<file path="config.mk">
export PLATFORM = sky130hd
export DESIGN_NAME = joint_move_conflict_checker_unit
export DESIGN_NICKNAME = d
export VERILOG_FILES = /design/src/rtl/jmcc_pkg.sv /design/src/rtl/jmcc_datapath.sv /design/src/rtl/jmcc_ctrl.sv /design/src/rtl/joint_move_conflict_checker_unit.sv
export SDC_FILE = /design/constraint.sdc
export NUM_CORES = 1
export LEC_CHECK = 0
export ABC_CLOCK_PERIOD_IN_PS = 6100
export BUFFER_PORTS_ARGS = -buffer_cell sky130_fd_sc_hd__buf_2
export CAP_MARGIN = 20
export CORE_ASPECT_RATIO = 0.75
export CORE_MARGIN = 2
export CORE_UTILIZATION = 40
export DETAILED_ROUTE_END_ITERATION = 8
export GPL_ROUTABILITY_DRIVEN = 1
export GPL_TIMING_DRIVEN = 1
export PLACE_DENSITY = 0.65
export SLEW_MARGIN = 30
export SYNTH_ARGS = -nofsm -noshare
export SYNTH_HDL_FRONTEND = slang
export SYNTH_SLANG_ARGS = --single-unit
</file>
<file path="constraint.sdc">
create_clock -name clk -period 6.1 [get_ports clk]
set_input_delay 0.305 -clock clk [delete_from_list [all_inputs] [get_ports clk]]
set_output_delay 0.305 -clock clk [all_outputs]
set_load 0.01 [all_outputs]
</file>
<file path="src/rtl/jmcc_pkg.sv">
// Shared types and constants of the joint move conflict checker.
package jmcc_pkg;

    localparam int MAX_AGENTS_DEF = 8;
    localparam int COORD_BITS_DEF = 10;
    localparam int STATUS_W       = 2;

    typedef enum logic [STATUS_W-1:0] {
        ST_VALID    = 2'd0,
        ST_VERTEX   = 2'd1,
        ST_EDGE     = 2'd2,
        ST_OVERFLOW = 2'd3
    } status_code_t;

    typedef enum logic [2:0] {
        S_IDLE,
        S_PREP,
        S_SCAN,
        S_DRAIN,
        S_REPORT
    } ctrl_state_t;

    // controller -> datapath
    typedef struct packed {
        logic load;        // store accepted agent or flag overflow
        logic init_pairs;  // pair indices to (0,1)
        logic issue;       // read current pair, step indices
        logic report;      // result shown this cycle, clear set
    } dp_cmd_t;

    // datapath -> controller
    typedef struct packed {
        logic overflow;
        logic short_set;   // fewer than two agents stored
        logic pair_last;   // current pair is the final one
    } dp_sts_t;

endpackage

</file>
<file path="src/rtl/jmcc_datapath.sv">
// Agent store, pair index counters and conflict compare of the checker.
module jmcc_datapath #(
    parameter int MAX_AGENTS = jmcc_pkg::MAX_AGENTS_DEF,
    parameter int COORD_BITS = jmcc_pkg::COORD_BITS_DEF
) (
    input  logic                               clk,
    input  logic                               rst_n,
    input  jmcc_pkg::dp_cmd_t                  cmd,
    input  logic [COORD_BITS-1:0]              cur_x,
    input  logic [COORD_BITS-1:0]              cur_y,
    input  logic [COORD_BITS-1:0]              next_x,
    input  logic [COORD_BITS-1:0]              next_y,
    output jmcc_pkg::dp_sts_t                  sts,
    output logic [jmcc_pkg::STATUS_W-1:0]      status
);

    localparam int IDX_W   = (MAX_AGENTS > 1) ? $clog2(MAX_AGENTS) : 1;
    localparam int CNT_W   = $clog2(MAX_AGENTS + 1);
    localparam int ENTRY_W = 4 * COORD_BITS;

    // entry layout: {cur_x, cur_y, next_x, next_y}
    logic [ENTRY_W-1:0] mem [MAX_AGENTS];

    logic [CNT_W-1:0]   count_reg, count_next;
    logic               ovf_reg, ovf_next;
    logic [IDX_W-1:0]   a_reg, a_next;
    logic [IDX_W-1:0]   b_reg, b_next;
    logic               rd_valid_reg;
    logic [ENTRY_W-1:0] rd_a_reg, rd_b_reg;
    logic               vtx_reg, vtx_next;
    logic               edg_reg, edg_next;

    logic               full;
    logic [CNT_W-1:0]   cnt_m1, cnt_m2;
    logic               b_at_end;
    logic               vtx_hit, edg_hit;

    logic [COORD_BITS-1:0] a_cx, a_cy, a_nx, a_ny;
    logic [COORD_BITS-1:0] b_cx, b_cy, b_nx, b_ny;

    assign full     = (count_reg == CNT_W'(MAX_AGENTS));
    assign cnt_m1   = count_reg - CNT_W'(1);
    assign cnt_m2   = count_reg - CNT_W'(2);
    assign b_at_end = (CNT_W'(b_reg) == cnt_m1);

    assign sts.overflow  = ovf_reg;
    assign sts.short_set = (count_reg < CNT_W'(2));
    assign sts.pair_last = b_at_end && (CNT_W'(a_reg) == cnt_m2);

    assign {a_cx, a_cy, a_nx, a_ny} = rd_a_reg;
    assign {b_cx, b_cy, b_nx, b_ny} = rd_b_reg;

    assign vtx_hit = (a_nx == b_nx) && (a_ny == b_ny);
    assign edg_hit = (a_nx == b_cx) && (a_ny == b_cy) && (b_nx == a_cx) && (b_ny == a_cy);

    // vertex outranks edge, overflow outranks both
    always_comb
    begin
        priority if (ovf_reg)
            status = jmcc_pkg::ST_OVERFLOW;
        else if (vtx_reg)
            status = jmcc_pkg::ST_VERTEX;
        else if (edg_reg)
            status = jmcc_pkg::ST_EDGE;
        else
            status = jmcc_pkg::ST_VALID;
    end

    always_comb
    begin
        count_next = count_reg;
        ovf_next   = ovf_reg;
        a_next     = a_reg;
        b_next     = b_reg;
        vtx_next   = vtx_reg;
        edg_next   = edg_reg;

        if (cmd.load)
        begin
            if (full)
                ovf_next = 1'b1;
            else
                count_next = count_reg + CNT_W'(1);
        end

        if (cmd.init_pairs)
        begin
            a_next = '0;
            b_next = IDX_W'(1);
        end
        else if (cmd.issue)
        begin
            if (b_at_end)
            begin
                a_next = a_reg + IDX_W'(1);
                b_next = a_reg + IDX_W'(2);
            end
            else
                b_next = b_reg + IDX_W'(1);
        end

        if (rd_valid_reg)
        begin
            vtx_next = vtx_reg | vtx_hit;
            edg_next = edg_reg | edg_hit;
        end

        if (cmd.report)
        begin
            count_next = '0;
            ovf_next   = 1'b0;
            vtx_next   = 1'b0;
            edg_next   = 1'b0;
        end
    end

    always_ff @(posedge clk or negedge rst_n)
    begin
        if (!rst_n)
        begin
            count_reg    <= '0;
            ovf_reg      <= 1'b0;
            a_reg        <= '0;
            b_reg        <= '0;
            rd_valid_reg <= 1'b0;
            vtx_reg      <= 1'b0;
            edg_reg      <= 1'b0;
        end
        else
        begin
            count_reg    <= count_next;
            ovf_reg      <= ovf_next;
            a_reg        <= a_next;
            b_reg        <= b_next;
            rd_valid_reg <= cmd.issue;
            vtx_reg      <= vtx_next;
            edg_reg      <= edg_next;
        end
    end

    // agent store: one write port, two registered read ports
    always_ff @(posedge clk)
    begin
        if (cmd.load && !full)
            mem[count_reg[IDX_W-1:0]] <= {cur_x, cur_y, next_x, next_y};
        if (cmd.issue)
        begin
            rd_a_reg <= mem[a_reg];
            rd_b_reg <= mem[b_reg];
        end
    end

endmodule

</file>
<file path="src/rtl/jmcc_ctrl.sv">
// Sequencing state machine of the joint move conflict checker.
module jmcc_ctrl (
    input  logic              clk,
    input  logic              rst_n,
    input  logic              start,
    input  logic              last_agent,
    input  jmcc_pkg::dp_sts_t sts,
    output jmcc_pkg::dp_cmd_t cmd,
    output logic              busy,
    output logic              done
);

    jmcc_pkg::ctrl_state_t state_reg, state_next;

    always_ff @(posedge clk or negedge rst_n)
    begin
        if (!rst_n)
            state_reg <= jmcc_pkg::S_IDLE;
        else
            state_reg <= state_next;
    end

    always_comb
    begin
        state_next = state_reg;
        cmd        = '0;
        busy       = 1'b1;
        done       = 1'b0;

        unique case (state_reg)
            jmcc_pkg::S_IDLE:
            begin
                busy     = 1'b0;
                cmd.load = start;
                if (start && last_agent)
                    state_next = jmcc_pkg::S_PREP;
            end
            jmcc_pkg::S_PREP:
            begin
                cmd.init_pairs = 1'b1;
                if (sts.overflow || sts.short_set)
                    state_next = jmcc_pkg::S_REPORT;
                else
                    state_next = jmcc_pkg::S_SCAN;
            end
            jmcc_pkg::S_SCAN:
            begin
                cmd.issue = 1'b1;
                if (sts.pair_last)
                    state_next = jmcc_pkg::S_DRAIN;
            end
            jmcc_pkg::S_DRAIN:
            begin
                state_next = jmcc_pkg::S_REPORT;
            end
            jmcc_pkg::S_REPORT:
            begin
                cmd.report = 1'b1;
                done       = 1'b1;
                state_next = jmcc_pkg::S_IDLE;
            end
            default:
            begin
                state_next = jmcc_pkg::S_IDLE;
            end
        endcase
    end

endmodule

</file>
<file path="src/rtl/joint_move_conflict_checker_unit.sv">
// Top level of the joint move conflict checker: controller plus datapath.
//
//  channel   | handshake            | payload
//  ----------+----------------------+------------------------------------------
//  agent in  | start & !busy        | cur_x, cur_y, next_x, next_y, last_agent
//  result    | done (1-cycle pulse) | status
//
// An agent transaction is taken whenever start is high and busy is low; busy stays low between agents.
// The transaction with last_agent set raises busy. With n stored agents and
// n >= 2 the set then takes n*(n-1)/2 pair compares, one pair compare per cycle
// through the two read ports of the agent store, after a setup state and
// followed by a read-latency state and the result state. A set of fewer than
// two agents, or one that overflowed, goes from setup straight to the result state.
// done is high in the last busy cycle; the receiver cannot stall it.
// rst_n is asynchronous, active low; it empties the set and idles the block.
module joint_move_conflict_checker_unit #(
    parameter int MAX_AGENTS = jmcc_pkg::MAX_AGENTS_DEF,
    parameter int COORD_BITS = jmcc_pkg::COORD_BITS_DEF
) (
    input  logic                          clk,
    input  logic                          rst_n,
    input  logic                          start,
    output logic                          busy,
    input  logic [COORD_BITS-1:0]         cur_x,
    input  logic [COORD_BITS-1:0]         cur_y,
    input  logic [COORD_BITS-1:0]         next_x,
    input  logic [COORD_BITS-1:0]         next_y,
    input  logic                          last_agent,
    output logic                          done,
    output logic [jmcc_pkg::STATUS_W-1:0] status
);

    jmcc_pkg::dp_cmd_t cmd;
    jmcc_pkg::dp_sts_t sts;

    // sequencer: load agents, step through pairs, pulse the result
    jmcc_ctrl u_ctrl (
        .clk        (clk),
        .rst_n      (rst_n),
        .start      (start),
        .last_agent (last_agent),
        .sts        (sts),
        .cmd        (cmd),
        .busy       (busy),
        .done       (done)
    );

    // agent store and pair compare; status is held until the result cycle
    jmcc_datapath #(
        .MAX_AGENTS (MAX_AGENTS),
        .COORD_BITS (COORD_BITS)
    ) u_dp (
        .clk    (clk),
        .rst_n  (rst_n),
        .cmd    (cmd),
        .cur_x  (cur_x),
        .cur_y  (cur_y),
        .next_x (next_x),
        .next_y (next_y),
        .sts    (sts),
        .status (status)
    );

endmodule

</file>
; ---- After elaboration in Yosys (flattened, before gate mapping)
; Memories as Yosys holds them, arrays and structs flattened. A register that Yosys moved wholly into a read port is not among the register bits.
; Cells that the tools add are included.
[totals]
latch_bits = 0
n_memories = 1
ramBits = 320
rom_bits = 0
out_inout_bits = 4
ff_bits = 17
[memory_table]
columns = name, depth, word_bits, read_ports, rd_clocked_by_memory_dff, wr, line_no
row1 = u_dp.mem, 8, 40, 2, 2, 1, jmcc_datapath.sv:22  ; logic [ENTRY_W-1:0] mem [MAX_AGENTS];
[classes]
n_reduce_logical = 19
div_mod_pow = 0
addsub = 6
n_shift = 0
magnitude_cmp = 1
n_mul = 0
eq_ne = 16
bitwise_logic = 2
mux = 30
[ops]
columns = cell, n
row1 = 10-bit == test, 6
row2 = 3-bit two-way mux, 9
row3 = 1-bit two-way mux, 14
row4 = 4-bit two-way mux, 3
row5 = 3-bit one-hot mux with 4 select lines, 1
row6 = 2-bit nonzero test, 5
row7 = 3-bit by 4-bit == test with 1-bit output, 2
row8 = 2-bit AND reduction, 4
row9 = 1-bit logical AND, 7
row10 = 3-bit by 1-bit adder with 3-bit output (second input constant), 2
row11 = 3-bit by 2-bit == test with 1-bit output (second input constant), 2
row12 = 2-bit two-way mux, 3
row13 = 4-bit by 1-bit adder with 4-bit output (second input constant), 1
row14 = 4-bit == test (second input constant), 1
row15 = 4-bit by 2-bit less-than comparator with 1-bit output (second input constant), 1
row16 = 2-bit inequality test (second input constant), 2
row17 = 4-bit by 1-bit subtractor with 4-bit output (second input constant), 1
row18 = 4-bit by 2-bit subtractor with 4-bit output (second input constant), 1
row19 = 3-bit by 2-bit adder with 3-bit output (second input constant), 1
row20 = 3-bit by 1-bit == test with 1-bit output (second input constant), 1
row21 = 3-bit == test (second input constant), 1
row22 = 3-bit logical NOT, 1
row23 = 2-bit by 1-bit inequality test with 1-bit output (second input constant), 1
row24 = 1-bit bitwise OR, 2
row25 = other kinds (2), 2

; ---- Longest topological paths before layout
[logic_depth]
ltp_word = 7
ltp_mapped = 9

; ---- By module
; From an unflattened synthesis, not the netlist that was laid out.
[hier_totals]
cells_unflattened = 886
area_unflattened_um2 = 18535.3
[modules_own_cells]
columns = mod, area_each_um2, n_inst, cells_per_inst
row1 = jmcc_datapath, 18362.6, 1, 869
row2 = jmcc_ctrl, 172.7, 1, 17

; ---- Worst setup path before layout
; No wires, ideal clock.
[synth_timing]
path_kind = register to register
startpoint = register u_ctrl.state_reg[1]
endpoint = memory u_dp.mem[0][0] (netlist name) (enable)
required_ps = 5699
path_slack_ps = 3422
stages_incl_launch_ff = 5
t_arrival_ps = 2277
setup_time_ps = 401
path_cell_list = dfrtp_1 or3_1 nor3_2 buf_2 and3_1
[synth_between]
elab_chain_cells = 5
[synth_lines]
columns = item, line_no
row1 = "start, declared", jmcc_ctrl.sv:13  ; jmcc_pkg::ctrl_state_t state_reg, state_next;
row2 = "start signal, assigned", jmcc_ctrl.sv:18  ; state_reg <= jmcc_pkg::S_IDLE;
row3 = "start signal, assigned", jmcc_ctrl.sv:20  ; state_reg <= state_next;
row4 = 3-bit logical NOT, jmcc_ctrl.sv:30  ; unique case (state_reg)
row5 = 1-bit two-way mux, jmcc_ctrl.sv:30
row6 = 1-bit logical AND, jmcc_datapath.sv:144  ; if (cmd.load && !full)
row7 = 1-bit two-way mux, jmcc_datapath.sv:144
row8 = 1-bit two-way mux (not written as such), jmcc_datapath.sv:145  ; mem[count_reg[IDX_W-1:0]] <= {cur_x, cur_y, next_x, next_y};
row9 = "end, declared", jmcc_datapath.sv:22
; Every way passes these cells.

; ---- Final worst setup path
[layout_timing]
startpoint = register u_dp.count_reg[1]
endpoint = memory u_dp.mem[5][38] (netlist name) (enable)
[layout_between]
elab_chain_cells = 5
[layout_lines]
columns = item, line_no
row1 = "start, declared", jmcc_datapath.sv:24  ; logic [CNT_W-1:0] count_reg, count_next;
row2 = "start signal, assigned", jmcc_datapath.sv:131  ; count_reg <= count_next;
row3 = 4-bit == test, jmcc_datapath.sv:41  ; assign full = (count_reg == CNT_W'(MAX_AGENTS));
row4 = 1-bit logical NOT, jmcc_datapath.sv:144
row5 = 1-bit logical AND, jmcc_datapath.sv:144
row6 = 1-bit two-way mux, jmcc_datapath.sv:144
row7 = 1-bit two-way mux (not written as such), jmcc_datapath.sv:145
; Parallel ways exist; a longest one is shown, timed or not.

==> qor.yml <==
grt:
  number_of_antenna_violations_at_the_first_check_in_global_routing: 0
  pin_count_of_the_biggest_net_entering_global_routing: 65
  globalRouteTotalUtil: 0.1787
  global_route.overflow_total: 0
  grt_first_pass_wirelength_mm: 63.39
  first_global_vias: 9650
synthesis:
  postSynth.topFlopCell: "sky130_fd_sc_hd__edfxtp_1"
  post_synth_main_area_contributors: "sky130_fd_sc_hd__edfxtp_1, sky130_fd_sc_hd__mux4_2, sky130_fd_sc_hd__mux4_1"
  synth.cells.most_frequent: "sky130_fd_sc_hd__edfxtp_1, sky130_fd_sc_hd__mux4_2, sky130_fd_sc_hd__mux2_2"
  synth_async_sr_flop_share: 0.04077
  synth_cells: 881
  largest_area_contributor_in_the_synthesized_netlist: "sky130_fd_sc_hd__edfxtp_1"
  portion_of_synthesized_cell_area_occupied_by_the_leading_cell_type: 0.6394
  ys.warnings.count: 0
  synth.ff_latch_count: 417
  mappedNetlistArea_um2: 18790
  synth_sequential_area_ratio: 0.6620
  ys_types: 43
  synthMostInstantiatedCell: "sky130_fd_sc_hd__edfxtp_1"
  syn_avg_cell_area_um2: 21.32
  synth_enable_flop_cells: 400
  synth_nets: 935
worst_setup_path:
  reg2reg_depth: 6
  path_max_fanout: 21
  r2r_end: "u_dp.mem[5][38]"
  timing.reg2reg.setup_slack_ns: 2.86
  cp_capture_type: "register"
  critical_path.startpoint_type: "register"
  critical_path_arrival_ns: 3.42
  first_element_of_the_critical_path: "u_dp.count_reg[1]"
  critical_path_required_ns: 6.28
  setup.worst_path.end: "u_dp.mem[5][38]"
  critPathKind: "reg2reg"
  r2r_start: "u_dp.count_reg[1]"
power_and_ir_drop:
  post-layout-total-power_uw: 9245
  power.density_cell_area_nw_per_um2: 441.6
  power.ir.vdd_worst_v: 0.0002600
  power.static_leakage_uw: 0.006697
finish:
  largest_reg_flops: 320
  n_antenna_cell: 0
  finalInstanceArea_um2: 20940
  fill_cells: 3852
  layout-area-overhead-vs-synth_pct: 11.45
  design.final.nets: 998
  postLayoutCoreUtil: 0.4532
  drive_above_1_share: 0.3594
clocking:
  number_of_clock_sinks: 417
  cts_tree: "done"
  clk_path_buf_depth: 3
  htree_levels: 2
  clkTransAtPathRegs_ns: 0.06
  clock_tree.root_cell: "sky130_fd_sc_hd__clkbuf_16"
  post_cts_resized: 0
  clkLatencyLatePin_ns: 0.56
  cts_made_buffers: 41
sta:
  layout_worst_path_cycle_share: 0.5314
  tightestPinTransition_ns: 0.9891
  report.final.hold_viol_count: 0
  rsz0062_at_grt: "false"
  final_max_slew_viol_count: 0
  post_route_setup_tns_ns: 0
  setup-violations-final: 0
  timing.fmax_mhz: 308.5
  timing.slew.headroom: 0.3406
  layout_min_cycle_time_ns: 3.242
  finClkSkew_ns: 0.02008
outcome:
  status: "finished clean"
route:
  detailedRoute.firstIterationViolations: 837
  via_per_inst: 5.636
  routed_wirelength_mm: 41.89
  post-route-drc-count: 0
  via_count: 9023
  final_antenna_net_count: 0
  wire_per_inst_um: 26.16
  drt-pass1-iter-count: 5
die:
  die_y_um: 191.7
  dieArea_um2: 48730
  num_io_pins: 48
  die_w_um: 254.2
  rows: 68
  start_util: 0.4066
  core_um2: 46200
flow_run:
  maxCapViolCount: 0
place:
  number_of_i_o_port_buffers: 47
  dp_hpwl_mm: 24.72
  placed_area_um2: 19620
  finalWeightedCongestion: 0.8137
hold_path:
  hold_path.class: "in2reg"
[worst max-delay path, cell delays in order (launching register included)]
cell and delay, ns:
sky130_fd_sc_hd__dfrtp_1 0.48, sky130_fd_sc_hd__inv_1 0.17, sky130_fd_sc_hd__ha_1 0.20, sky130_fd_sc_hd__and3_1 0.19
sky130_fd_sc_hd__nor3_2 0.50, sky130_fd_sc_hd__and3_2 0.78, sky130_fd_sc_hd__buf_4 0.53
[cell usage in the layout (no fill, tap or decap), types with 2 or more instances in the layout]
master                          instances
sky130_fd_sc_hd__buf_4                 17
sky130_fd_sc_hd__dlygate4sd3_1          4
sky130_fd_sc_hd__ha_1                  10
sky130_fd_sc_hd__nand3_1                6
sky130_fd_sc_hd__mux4_1                36
sky130_fd_sc_hd__nor4_1                11
sky130_fd_sc_hd__and3_2                 8
sky130_fd_sc_hd__nand2_1                6
sky130_fd_sc_hd__and2_4                 2
sky130_fd_sc_hd__bufinv_16              3
sky130_fd_sc_hd__edfxtp_1             400
sky130_fd_sc_hd__dfrtp_4                5
sky130_fd_sc_hd__nand2b_1               3
sky130_fd_sc_hd__dfrtp_1               11
sky130_fd_sc_hd__clkbuf_16             42
sky130_fd_sc_hd__and3_1                 2
sky130_fd_sc_hd__mux2_2                80
sky130_fd_sc_hd__xnor2_1               33
sky130_fd_sc_hd__and2_1                 2
sky130_fd_sc_hd__xor2_1                40
sky130_fd_sc_hd__clkinv_1              10
sky130_fd_sc_hd__clkbuf_1               7
sky130_fd_sc_hd__o31ai_2                2
sky130_fd_sc_hd__nand4_1                9
sky130_fd_sc_hd__o21ai_1                5
sky130_fd_sc_hd__nor3_1                 2
sky130_fd_sc_hd__clkinv_2               6
sky130_fd_sc_hd__nor2_1                11
sky130_fd_sc_hd__inv_1                  5
sky130_fd_sc_hd__mux4_2               124
sky130_fd_sc_hd__mux2i_1                2
sky130_fd_sc_hd__buf_2                 47
[layer usage]
layer | wire length, µm | vias up | share of wire | global-route usage
met3 | 2393 | 48 | 0.057 | 0.03415
met5 | 0 | - | 0 | 0
li1 | - | 3849 | - | -
met1 | 19510 | 4879 | 0.47 | 0.2691
met2 | 19460 | 247 | 0.46 | 0.2735
met4 | 524 | 0 | 0.013 | 0.03303
[kinds of logic (layout without fill, tap and decap cells)]
logic type,after synthesis,in the layout,synth area share
AOI/OAI and AO/OA,13,13,0.005794
xor gates and xnor gates,74,74,0.03490
adders and majority gates,10,10,0.006660
buffers and inverters,56,146,0.02091
DFF,417,417,0.6620
muxes,242,242,0.2480
and+or+nand+nor,69,69,0.02165
[through the flow]
stage / hold slack [ns] / setup WS [ns] / instances
after floorplan: 0.009409 / 3.422 / 881
after global placement: 0.2635 / 2.989 / 1526
after detailed placement: 0.2680 / 2.881 / 1527
after CTS: 0.001782 / 2.858 / 1601
after global routing: 0.01195 / 2.657 / 1601
final: 0.01686 / 2.858 / 1601
[repair_timing]
item | CTS | global route
setup endpoints to repair | 0 | 0
hold buffers | 4 | 0
setup buffers | 0 | 0
hold endpoints to repair | 29 | 0
[power by group]
group	total, µW	internal, µW	switching [µW]
sequential	4280	3770	509
clock	2450	1390	1060
combinational	2510	1310	1200
[worst min path at each step]
stage	slack [ns]	cells after the start	end	start
after floorplan	0.009	0	u_ctrl.state_reg[0]	rst_n
after global placement	0.26	1	u_dp.b_reg[1]	rst_n
after detailed placement	0.27	1	u_dp.b_reg[1]	rst_n
after CTS	0.002	1	u_dp.mem[3][3]	next_y[3]
after global routing	0.01	1	u_dp.mem[5][23]	cur_y[3]
final	0.02	1	u_dp.mem[3][3]	next_y[3]
[cell type report]
| cell class | count | area (µm²) | share of cell area |
|---|---|---|---|
| well taps | 630 | 788.3 | 0.03765 |
| multi-input cells | 408 | 5966 | 0.2849 |
| inverters | 7 | 27.53 | 0.001315 |
| repair buffers | 69 | 422.9 | 0.02020 |
| clock buffers | 49 | 1077 | 0.05146 |
| clock inverters | 21 | 197.7 | 0.009442 |
| flip-flops and latches | 417 | 12460 | 0.5950 |
Note: power is estimated with default switching activity, not from simulation.
